===== config.mk =====
export PLATFORM = sky130hd
export DESIGN_NAME = radix_integer_to_text
export DESIGN_NICKNAME = d
export VERILOG_FILES = /design/src/hw/rtl/rit_pkg.sv /design/src/hw/rtl/radix_integer_to_text.sv /design/src/hw/rtl/rit_divider.sv
export VERILOG_INCLUDE_DIRS = /design/src /design/src/hw/rtl
export SDC_FILE = /design/constraint.sdc
export NUM_CORES = 2
export LEC_CHECK = 0
export BUFFER_PORTS_ARGS = -buffer_cell sky130_fd_sc_hd__buf_4
export CORE_MARGIN = 8
export CORE_UTILIZATION = 35
export DETAILED_ROUTE_END_ITERATION = 7
export PLACE_DENSITY = 0.6
export SLEW_MARGIN = 30
export SYNTH_ARGS = -nofsm -noshare
export SYNTH_HDL_FRONTEND = slang
export SYNTH_HIERARCHICAL = 1
export SYNTH_SLANG_ARGS = --single-unit
export TNS_END_PERCENT = 100

===== constraint.sdc =====
create_clock -name clk_i -period 4.1 [get_ports clk_i]
set_clock_uncertainty 0.2 [all_clocks]
set_input_delay 0.205 -clock clk_i [delete_from_list [all_inputs] [get_ports clk_i]]
set_output_delay 0.205 -clock clk_i [all_outputs]
set_load 0.1 [all_outputs]

===== src/hw/rtl/radix_integer_to_text_assert.svh =====
// Assertion macros for the radix conversion RTL.
`ifndef RADIX_INTEGER_TO_TEXT_ASSERT_SVH
`define RADIX_INTEGER_TO_TEXT_ASSERT_SVH

// Checks a property at every rising edge outside reset.
`define RIT_ASSERT(lbl, prop, msg) \
  lbl: assert property (@(posedge clk_i) disable iff (!rst_ni) (prop)) else $error(msg);

// Checks that a condition leads to a consequence in the next cycle.
`define RIT_ASSERT_NEXT(lbl, ante, cons, msg) \
  lbl: assert property (@(posedge clk_i) disable iff (!rst_ni) (ante) |=> (cons)) \
    else $error(msg);

`endif


===== src/hw/rtl/rit_pkg.sv =====
// Types and constants of the radix integer-to-text converter.
`default_nettype none

package rit_pkg;

  localparam int unsigned MAX_SYMBOLS_DEF = 96;
  localparam int unsigned VALUE_BITS_DEF  = 64;

  localparam int unsigned IN_VALUE_W = 64;
  localparam int unsigned SYMBOL_W   = 8;

  localparam logic [SYMBOL_W-1:0] CH_ZERO = 8'h30;
  localparam logic [SYMBOL_W-1:0] CH_LOW  = 8'h20;
  localparam logic [SYMBOL_W-1:0] CH_HIGH = 8'h7E;

  typedef enum logic [1:0] {
    KIND_CLEAR   = 2'd0,
    KIND_APPEND  = 2'd1,
    KIND_CONVERT = 2'd2
  } kind_e;

  typedef enum logic [2:0] {
    ST_IDLE,
    ST_SCAN_RD,
    ST_SCAN_CMP,
    ST_DIV,
    ST_EM_RD,
    ST_EM_SYM,
    ST_EM_OUT,
    ST_PUSH
  } state_e;

endpackage

`default_nettype wire


===== src/hw/rtl/radix_integer_to_text.sv =====
// Top level of the radix integer-to-text converter.
`default_nettype none

// Converts a signed integer into digit characters of a radix that the user
// defines by building a digit set. A clear item empties the set and an append
// item adds one printable symbol; an append of a symbol outside the printable
// range, of a symbol already present, or into a full table marks the set
// invalid until the next clear. A convert item with a valid set of at least two
// symbols produces one output item per digit, most significant first, each
// with the negative flag of the value and last set on the final digit. A zero
// value gives the single character '0'. An unusable set gives one item with
// status set. The minus sign is never sent as a character. The block takes one
// input item at a time and is not ready while an item is being worked on. An
// append into a non-empty set checks for a duplicate by reading the symbol
// table one entry at a time through its single read port. A convert runs
// each digit through the bit-serial divider, which divides the magnitude by
// the set size one quotient bit per cycle, and then reads the digit buffer
// and looks up the symbol. Results go through an output register, so the
// next input item is taken while the final result still waits for the
// consumer.

`include "radix_integer_to_text_assert.svh"

module radix_integer_to_text #(
  parameter int unsigned MAX_SYMBOLS = rit_pkg::MAX_SYMBOLS_DEF,
  parameter int unsigned VALUE_BITS  = rit_pkg::VALUE_BITS_DEF
) (
  input  logic                                  clk_i,
  input  logic                                  rst_ni,
  input  logic                                  in_valid_i,
  output logic                                  in_ready_o,
  input  logic [1:0]                            kind_i,
  input  logic [rit_pkg::SYMBOL_W-1:0]          symbol_i,
  input  logic signed [rit_pkg::IN_VALUE_W-1:0] value_i,
  output logic                                  out_valid_o,
  input  logic                                  out_ready_i,
  output logic [rit_pkg::SYMBOL_W-1:0]          char_out_o,
  output logic                                  negative_o,
  output logic                                  last_o,
  output logic                                  status_o
);

  import rit_pkg::*;

  // Count of symbols, digit and table address, digit buffer index and fill.
  localparam int unsigned CW = $clog2(MAX_SYMBOLS + 1);
  localparam int unsigned AW = $clog2(MAX_SYMBOLS);
  localparam int unsigned IW = $clog2(VALUE_BITS);
  localparam int unsigned NW = $clog2(VALUE_BITS + 1);

  state_e state_q, state_d;

  logic [CW-1:0]         count_q, count_d;
  logic                  invalid_q, invalid_d;
  logic [SYMBOL_W-1:0]   sym_q, sym_d;
  logic [AW-1:0]         scan_q, scan_d;
  logic [NW-1:0]         ndig_q, ndig_d;
  logic [IW-1:0]         idx_q, idx_d;
  logic                  neg_q, neg_d;
  logic [SYMBOL_W-1:0]   pend_char_q, pend_char_d;
  logic                  pend_status_q, pend_status_d;

  logic                  out_valid_q, out_valid_d;
  logic [SYMBOL_W-1:0]   out_char_q, out_char_d;
  logic                  out_neg_q, out_neg_d;
  logic                  out_last_q, out_last_d;
  logic                  out_status_q, out_status_d;
  logic                  out_load;
  logic                  out_free;

  // Symbol table and digit buffer, each with one write and one read port.
  logic [SYMBOL_W-1:0]   tbl_mem [MAX_SYMBOLS];
  logic                  tbl_we;
  logic [SYMBOL_W-1:0]   tbl_wdata;
  logic [AW-1:0]         tbl_raddr;
  logic [SYMBOL_W-1:0]   tbl_rd_q;
  logic [AW-1:0]         dbuf_mem [VALUE_BITS];
  logic                  dbuf_we;
  logic [AW-1:0]         dbuf_rd_q;

  logic                  in_acc;
  logic                  sym_bad;
  logic                  set_full;
  logic                  set_unusable;
  logic                  scan_last;
  logic [VALUE_BITS-1:0] val_u;
  logic                  val_neg;
  logic                  val_zero;
  logic [VALUE_BITS-1:0] mag;

  logic                  div_start;
  logic                  div_busy;
  logic                  div_done;
  logic [VALUE_BITS-1:0] div_dividend;
  logic [VALUE_BITS-1:0] div_quo;
  logic [CW-1:0]         div_rem;
  logic                  quo_zero;

  assign in_ready_o = (state_q == ST_IDLE);
  assign in_acc     = in_valid_i && in_ready_o;
  assign out_free   = !out_valid_q || out_ready_i;

  assign sym_bad      = (symbol_i < CH_LOW) || (symbol_i > CH_HIGH);
  assign set_full     = (count_q >= CW'(MAX_SYMBOLS));
  assign set_unusable = invalid_q || (count_q < CW'(2));
  assign scan_last    = (CW'(scan_q) + CW'(1)) == count_q;

  // Only the low VALUE_BITS bits count; the magnitude of the most negative
  // value still fits as an unsigned number.
  assign val_u    = value_i[VALUE_BITS-1:0];
  assign val_neg  = val_u[VALUE_BITS-1];
  assign val_zero = (val_u == '0);
  assign mag      = val_neg ? (~val_u + VALUE_BITS'(1)) : val_u;

  assign div_dividend = (state_q == ST_IDLE) ? mag : div_quo;
  assign quo_zero     = (div_quo == '0);

  rit_divider #(
    .W    (VALUE_BITS),
    .DIVW (CW)
  ) u_divider (
    .clk_i       (clk_i),
    .rst_ni      (rst_ni),
    .start_i     (div_start),
    .dividend_i  (div_dividend),
    .divisor_i   (count_q),
    .busy_o      (div_busy),
    .done_o      (div_done),
    .quotient_o  (div_quo),
    .remainder_o (div_rem)
  );

  // Next state.
  always_comb begin
    state_d = state_q;
    unique case (state_q)
      ST_IDLE: begin
        if (in_acc) begin
          unique case (kind_e'(kind_i))
            KIND_APPEND: begin
              if (!invalid_q && !sym_bad && !set_full && (count_q != '0)) begin
                state_d = ST_SCAN_RD;
              end
            end
            KIND_CONVERT: begin
              if (set_unusable || val_zero) begin
                state_d = ST_PUSH;
              end else begin
                state_d = ST_DIV;
              end
            end
            default: state_d = ST_IDLE;
          endcase
        end
      end
      ST_SCAN_RD: state_d = ST_SCAN_CMP;
      ST_SCAN_CMP: begin
        if ((tbl_rd_q == sym_q) || scan_last) begin
          state_d = ST_IDLE;
        end else begin
          state_d = ST_SCAN_RD;
        end
      end
      ST_DIV: begin
        if (div_done && quo_zero) begin
          state_d = ST_EM_RD;
        end
      end
      ST_EM_RD:  state_d = ST_EM_SYM;
      ST_EM_SYM: state_d = ST_EM_OUT;
      ST_EM_OUT: begin
        if (out_free) begin
          state_d = (idx_q == '0) ? ST_IDLE : ST_EM_RD;
        end
      end
      ST_PUSH: begin
        if (out_free) begin
          state_d = ST_IDLE;
        end
      end
      default: state_d = ST_IDLE;
    endcase
  end

  // Datapath and output control.
  always_comb begin
    count_d       = count_q;
    invalid_d     = invalid_q;
    sym_d         = sym_q;
    scan_d        = scan_q;
    ndig_d        = ndig_q;
    idx_d         = idx_q;
    neg_d         = neg_q;
    pend_char_d   = pend_char_q;
    pend_status_d = pend_status_q;
    tbl_we        = 1'b0;
    tbl_wdata     = sym_q;
    dbuf_we       = 1'b0;
    div_start     = 1'b0;
    out_load      = 1'b0;
    out_char_d    = out_char_q;
    out_neg_d     = out_neg_q;
    out_last_d    = out_last_q;
    out_status_d  = out_status_q;
    unique case (state_q)
      ST_IDLE: begin
        if (in_acc) begin
          unique case (kind_e'(kind_i))
            KIND_CLEAR: begin
              count_d   = '0;
              invalid_d = 1'b0;
            end
            KIND_APPEND: begin
              if (!invalid_q) begin
                if (sym_bad || set_full) begin
                  invalid_d = 1'b1;
                end else if (count_q == '0) begin
                  tbl_we    = 1'b1;
                  tbl_wdata = symbol_i;
                  count_d   = CW'(1);
                end else begin
                  sym_d  = symbol_i;
                  scan_d = '0;
                end
              end
            end
            KIND_CONVERT: begin
              if (set_unusable) begin
                pend_char_d   = '0;
                pend_status_d = 1'b1;
              end else if (val_zero) begin
                pend_char_d   = CH_ZERO;
                pend_status_d = 1'b0;
              end else begin
                neg_d     = val_neg;
                ndig_d    = '0;
                div_start = 1'b1;
              end
            end
            default: ;
          endcase
        end
      end
      ST_SCAN_CMP: begin
        if (tbl_rd_q == sym_q) begin
          invalid_d = 1'b1;
        end else if (scan_last) begin
          tbl_we  = 1'b1;
          count_d = count_q + CW'(1);
        end else begin
          scan_d = scan_q + AW'(1);
        end
      end
      ST_DIV: begin
        if (div_done) begin
          // Each remainder is one digit, least significant first.
          dbuf_we = 1'b1;
          ndig_d  = ndig_q + NW'(1);
          if (quo_zero) begin
            idx_d = ndig_q[IW-1:0];
          end else begin
            div_start = 1'b1;
          end
        end
      end
      ST_EM_OUT: begin
        if (out_free) begin
          out_load     = 1'b1;
          out_char_d   = tbl_rd_q;
          out_neg_d    = neg_q;
          out_last_d   = (idx_q == '0);
          out_status_d = 1'b0;
          idx_d        = idx_q - IW'(1);
        end
      end
      ST_PUSH: begin
        if (out_free) begin
          out_load     = 1'b1;
          out_char_d   = pend_char_q;
          out_neg_d    = 1'b0;
          out_last_d   = 1'b1;
          out_status_d = pend_status_q;
        end
      end
      default: ;
    endcase
    out_valid_d = out_load ? 1'b1 : (out_ready_i ? 1'b0 : out_valid_q);
  end

  // The table is read for the duplicate scan and later addressed by digits.
  assign tbl_raddr = (state_q == ST_SCAN_RD) ? scan_q : dbuf_rd_q;

  always_ff @(posedge clk_i) begin
    if (tbl_we) begin
      tbl_mem[count_q[AW-1:0]] <= tbl_wdata;
    end
    tbl_rd_q <= tbl_mem[tbl_raddr];
  end

  always_ff @(posedge clk_i) begin
    if (dbuf_we) begin
      dbuf_mem[ndig_q[IW-1:0]] <= div_rem[AW-1:0];
    end
    dbuf_rd_q <= dbuf_mem[idx_q];
  end

  always_ff @(posedge clk_i or negedge rst_ni) begin
    if (!rst_ni) begin
      state_q     <= ST_IDLE;
      count_q     <= '0;
      invalid_q   <= 1'b0;
      ndig_q      <= '0;
      out_valid_q <= 1'b0;
    end else begin
      state_q     <= state_d;
      count_q     <= count_d;
      invalid_q   <= invalid_d;
      ndig_q      <= ndig_d;
      out_valid_q <= out_valid_d;
    end
  end

  always_ff @(posedge clk_i) begin
    sym_q         <= sym_d;
    scan_q        <= scan_d;
    idx_q         <= idx_d;
    neg_q         <= neg_d;
    pend_char_q   <= pend_char_d;
    pend_status_q <= pend_status_d;
    out_char_q    <= out_char_d;
    out_neg_q     <= out_neg_d;
    out_last_q    <= out_last_d;
    out_status_q  <= out_status_d;
  end

  assign out_valid_o = out_valid_q;
  assign char_out_o  = out_char_q;
  assign negative_o  = out_neg_q;
  assign last_o      = out_last_q;
  assign status_o    = out_status_q;

  `RIT_ASSERT(a_count_bound, count_q <= CW'(MAX_SYMBOLS), "symbol count beyond table size")
  `RIT_ASSERT(a_ready_div_idle, in_ready_o |-> !div_busy, "ready while divider busy")
  `RIT_ASSERT(a_rem_range, div_done |-> (div_rem < count_q), "remainder not below radix")
  `RIT_ASSERT(a_err_shape,
              (out_valid_o && status_o) |-> (last_o && !negative_o && (char_out_o == '0)),
              "malformed error result")
  `RIT_ASSERT_NEXT(a_last_idle, out_load && out_last_d, state_q == ST_IDLE,
                   "no return to idle after final result")

endmodule

`default_nettype wire


===== src/hw/rtl/rit_divider.sv =====
// Restoring divider that produces one quotient bit per cycle.
`default_nettype none

module rit_divider #(
  parameter int unsigned W    = rit_pkg::VALUE_BITS_DEF,
  parameter int unsigned DIVW = $clog2(rit_pkg::MAX_SYMBOLS_DEF + 1)
) (
  input  logic            clk_i,
  input  logic            rst_ni,
  input  logic            start_i,
  input  logic [W-1:0]    dividend_i,
  input  logic [DIVW-1:0] divisor_i,
  output logic            busy_o,
  output logic            done_o,
  output logic [W-1:0]    quotient_o,
  output logic [DIVW-1:0] remainder_o
);

  localparam int unsigned CNTW = $clog2(W + 1);

  logic            busy_q, busy_d;
  logic            done_q, done_d;
  logic [CNTW-1:0] cnt_q, cnt_d;
  logic [W-1:0]    quo_q, quo_d;
  logic [DIVW-1:0] rem_q, rem_d;
  logic [DIVW:0]   trial;
  logic [DIVW:0]   diff;
  logic            fits;

  // One shift-subtract step of the restoring division.
  assign trial = {rem_q, quo_q[W-1]};
  assign diff  = trial - {1'b0, divisor_i};
  assign fits  = !diff[DIVW];

  always_comb begin
    busy_d = busy_q;
    done_d = 1'b0;
    cnt_d  = cnt_q;
    quo_d  = quo_q;
    rem_d  = rem_q;
    if (start_i) begin
      busy_d = 1'b1;
      cnt_d  = CNTW'(W);
      quo_d  = dividend_i;
      rem_d  = '0;
    end else if (busy_q) begin
      quo_d = {quo_q[W-2:0], fits};
      rem_d = fits ? diff[DIVW-1:0] : trial[DIVW-1:0];
      cnt_d = cnt_q - CNTW'(1);
      if (cnt_q == CNTW'(1)) begin
        busy_d = 1'b0;
        done_d = 1'b1;
      end
    end
  end

  always_ff @(posedge clk_i or negedge rst_ni) begin
    if (!rst_ni) begin
      busy_q <= 1'b0;
      done_q <= 1'b0;
    end else begin
      busy_q <= busy_d;
      done_q <= done_d;
    end
  end

  always_ff @(posedge clk_i) begin
    cnt_q <= cnt_d;
    quo_q <= quo_d;
    rem_q <= rem_d;
  end

  assign busy_o      = busy_q;
  assign done_o      = done_q;
  assign quotient_o  = quo_q;
  assign remainder_o = rem_q;

endmodule

`default_nettype wire


==> results.toml <==
[timing]
setup_slack_ps = 226.3
hold_viol = 0
setup_total_negative_slack_ps = 0
layout_min_cycle_time_ps = 3874
slew_headroom = 0.3462
final_max_slew_viol_count = 0
setup_repair_after_global_routing_missed_its_margin = "false"
clock.fmax_mhz = 258.2
finalSetupViolCount = 0
fin_crit_sh = 0.9448
worst-slew-pin-transition_ps = 970.4

[cells_and_area]
flow.area_growth_from_synthesis_pct = 17.83
area.sequential_mm2 = 0.04058
final_net_count = 4311
post_layout_nonfiller_instances = 6495
multi_input_area_mm2 = 0.01569
post_route_cells_drive_above_1_share = 0.1936
layout_fillers = 14823
fin_area_mm2 = 0.06750

[power]
net-switching-power_uw = 15910
swShare = 0.3533
pwr-share-seq = 0.390
p_int_uw = 29120
irDropWorstVdd_mv = 0.5067
pwr-share-comb = 0.334
power.density_mw_per_mm2 = 667.0
clkPwrFrac = 0.276
static-leakage-power_uw = 0.02270

[floorplan]
design.die.area_mm2 = 0.1769
floorplan.rows = 148
die_y_um = 420.6
boundary_pin_count = 91
core_area_mm2 = 0.1626
initial_utilization = 0.3524
fp.dieW_um = 420.6

[logic_synthesis]
number_of_synthesized_register_bits = 1364
synth_enable_flop_cells = 1315
yosysTopAreaCell = "edfxtp_1"
post_syn_area_per_cell_um2 = 14.85
synth_cell_type_count = 95
syn-num-nets = 3956
synth_top_cell_area_share = 0.6893
synthTopCellsByArea = "edfxtp_1, mux4_2, nand2_1, nand3_1, nor2_1"
post_synthesis_cell_area_mm2 = 0.05729
postSynth.topFlopCell = "edfxtp_1"
sequential_to_total_area_share_from_yosys_stat = 0.7081
asyncSetResetFlopFracSynth = 0.01466
ys_warn_count = 6
postSynthCellCount = 3857

[drt]
post_drt_via_cell_ratio = 5.341
drc_errors = 0
drt_pre_antenna_iters = 5
route.detailed.wl_per_inst_um = 23.82
drt_first_iter_violations = 3704
antenna_violating_nets_post_route = 0
vias = 34689
routed_wirelength_um = 154700

[placement]
io_buffers = 90
place_congestion = 0.8673
placed_area_mm2 = 0.06197
detailedPlace.worstSlack_ps = 253.2
number_of_instances_in_the_placed_design = 6138
detailedPlacementHpwl_um = 101000

[worst_setup_path]
critical_path.cell_chain = "dlygate4sd3_1, buf_4, inv_1, ha_1, or3b_2, nor4_2, nand4_1, or3_4, or2_4, o31ai_2, xor2_1, dlygate4sd3_1, o21ai_1, mux2_2"
cp_slowest_cell = "dlygate4sd3_1"
crit_top_cell = "dlygate4sd3_1"
timing.critical_path.arrival_ps = 4190
critPathKind = "primary input to flop"
top_fanout_value_on_the_critical_path = 5
timing.critical_path.from_type = "primary input"
worst_setup_path_end_kind = "flop"
regToRegSetupSlack_ps = 230
worst_ep_required_time_ps = 4410
critPathMaxStageDelay_ps = 560

[clocking]
hold_buffers = 112
inserted_clock_buffers = 135
number_of_sinks_handled_by_clock_tree_synthesis = 1364
clock_tree_from_tritoncts = "done"
cts.root.buffer_cell = "clkbuf_16"
post-cts-setup-buffers = 0
clk-insertion-delay-late_ps = 770
cts_resized = 0
maximum_buffer_depth_of_the_clock_tree = 3
cts.clk_slew.worst_paths_ps = 60
ctsHtreeMaxLevel = 4

[global_routing]
antenna_found_initial = 2
gr-usage-all-layers = 0.1719
gr_overflow_total = 0
vias_in_the_first_global_route = 34453
global_route_wire_length_before_repair_um = 230400
grt_max_degree = 93

[worst_hold_path]
hp-class = "primary input to flop"

[status]
outcome = "finished clean"

[run]
cap_violations = 0
-- cell usage after synthesis, types with 9 or more instances --
library cell / n
a311oi_1: 11
dfxtp_1: 29
xnor2_1: 17
inv_1: 27
a21oi_1: 96
or4_1: 11
or3_1: 11
nand4_1: 39
edfxtp_1: 1315
xor2_1: 81
nor3_1: 18
dfrtp_1: 20
or2_2: 14
o22ai_1: 13
nor2_1: 235
ha_1: 20
o31ai_1: 22
buf_1: 27
nor2b_1: 9
a22oi_1: 10
o41ai_1: 10
mux2i_1: 78
mux2_2: 74
o21ai_1: 17
buf_4: 14
nor4_1: 30
clkbuf_1: 116
mux4_2: 168
nand2_1: 680
a221oi_1: 12
a31oi_1: 44
buf_2: 56
o21ai_0: 123
nand3_1: 220
and3_1: 41
and2_1: 14
o221ai_1: 9
-- worst max-delay path: cells and delay by family --
kind	cells	cell delay (ps)
xor+xnor	1	160
fa+ha+maj	1	140
mux	1	280
simple gates	5	1780
compound gates	2	320
buf+inv	4	1300
-- cell families after synthesis --
logic type | after synthesis | synth area share
compound gates | 434 | 0.04929
xor+xnor | 101 | 0.01616
simple gates | 1359 | 0.1050
fa+ha+maj | 21 | 0.004718
flops | 1364 | 0.7081
mux | 328 | 0.09695
buf+inv | 250 | 0.01977
-- stage by stage --
| stage | power (uW) | util | hold slack [ps] |
|---|---|---|---|
| after floorplan | 26810 | - | -290.6 |
| after global placement | 32570 | 0.3811 | -75.31 |
| after detailed placement | 32720 | 0.3811 | -76.11 |
| after CTS | 45200 | 0.4151 | 7.306 |
| after global routing | 46920 | 0.4152 | 1.835 |
| final | 45020 | 0.4152 | 33.19 |
-- layout by cell type (no fill, tap or decap), drive strengths merged, types with 10 or more instances in the layout --
master / instances
a21oi: 98
a221oi: 13
a22oi: 10
a311oi: 12
a31oi: 46
and2: 14
and3: 42
buf: 329
bufinv: 11
clkbuf: 167
clkinv: 59
dfrtp: 20
dfxtp: 29
dlygate4sd3: 111
edfxtp: 1315
ha: 20
inv: 31
mux2: 77
mux2i: 81
mux4: 170
nand2: 684
nand3: 220
nand4: 39
nor2: 235
nor3: 21
nor4: 31
o21ai: 140
o22ai: 13
o31ai: 24
o41ai: 11
or2: 15
or3: 12
or4: 11
xnor2: 17
xor2: 81
-- metal layers --
layer	global-route usage	vias up	routed length [um]
met5	0	-	0
met1	0.2389	17674	65370
met4	0.05153	0	4246
met3	0.03009	242	11080
li1	-	15447	-
met2	0.2768	1326	74020
-- path summary, 6_finish.rpt --
path                                            startpoint  depth (start not counted)                            endpoint
max reg2reg                         state_q[1]$_DFFE_PN0P_                         11                 tbl_rd_q[1]$_DFF_P_
min reg2reg                u_divider/cnt_q[6]$_SDFFE_PP1P_                          2     u_divider/cnt_q[6]$_SDFFE_PP1P_
max                                             value_i[1]                         14  u_divider/quotient_o[58]$_DFFE_PP_
min                                            symbol_i[4]                          2                  sym_q[4]$_DFFE_PP_
max in group asynchronous                           rst_ni                          4              count_q[2]$_DFFE_PN0P_
min in group asynchronous                           rst_ni                          4               ndig_q[5]$_DFFE_PN0P_
-- cell type report --
| cell class | instances | share of cell area |
|---|---|---|
| Antenna cell | 2 | 0.00007414 |
| Clock buffer | 167 | 0.05476 |
| Clock inverter | 76 | 0.01034 |
| Inverter | 28 | 0.001557 |
| Sequential cell | 1364 | 0.6011 |
| Timing Repair Buffer | 440 | 0.05935 |
| Tap cell | 2175 | 0.04032 |
| Multi-Input combinational cell | 2243 | 0.2325 |
-- flip-flops by register name, summed over array words and instances, names as in the netlist, 8 cells and up --
signal,count
tbl_mem,768
sym_q,8
u_divider/quotient_o,64
char_out_o,8
dbuf_mem,448
tbl_rd_q,8
-- power by group through the flow --
stage,Clock (uW),Sequential (uW),Combinational [uW]
3_3_place_gp,0,17800,14700
6_report,12400,17600,15100
4_1_cts,12600,17600,15100
5_1_grt,13100,17600,16100
3_5_place_dp,0,17800,14900
2_1_floorplan,0,17900,8900
Power figures use the tool's default switching activity.
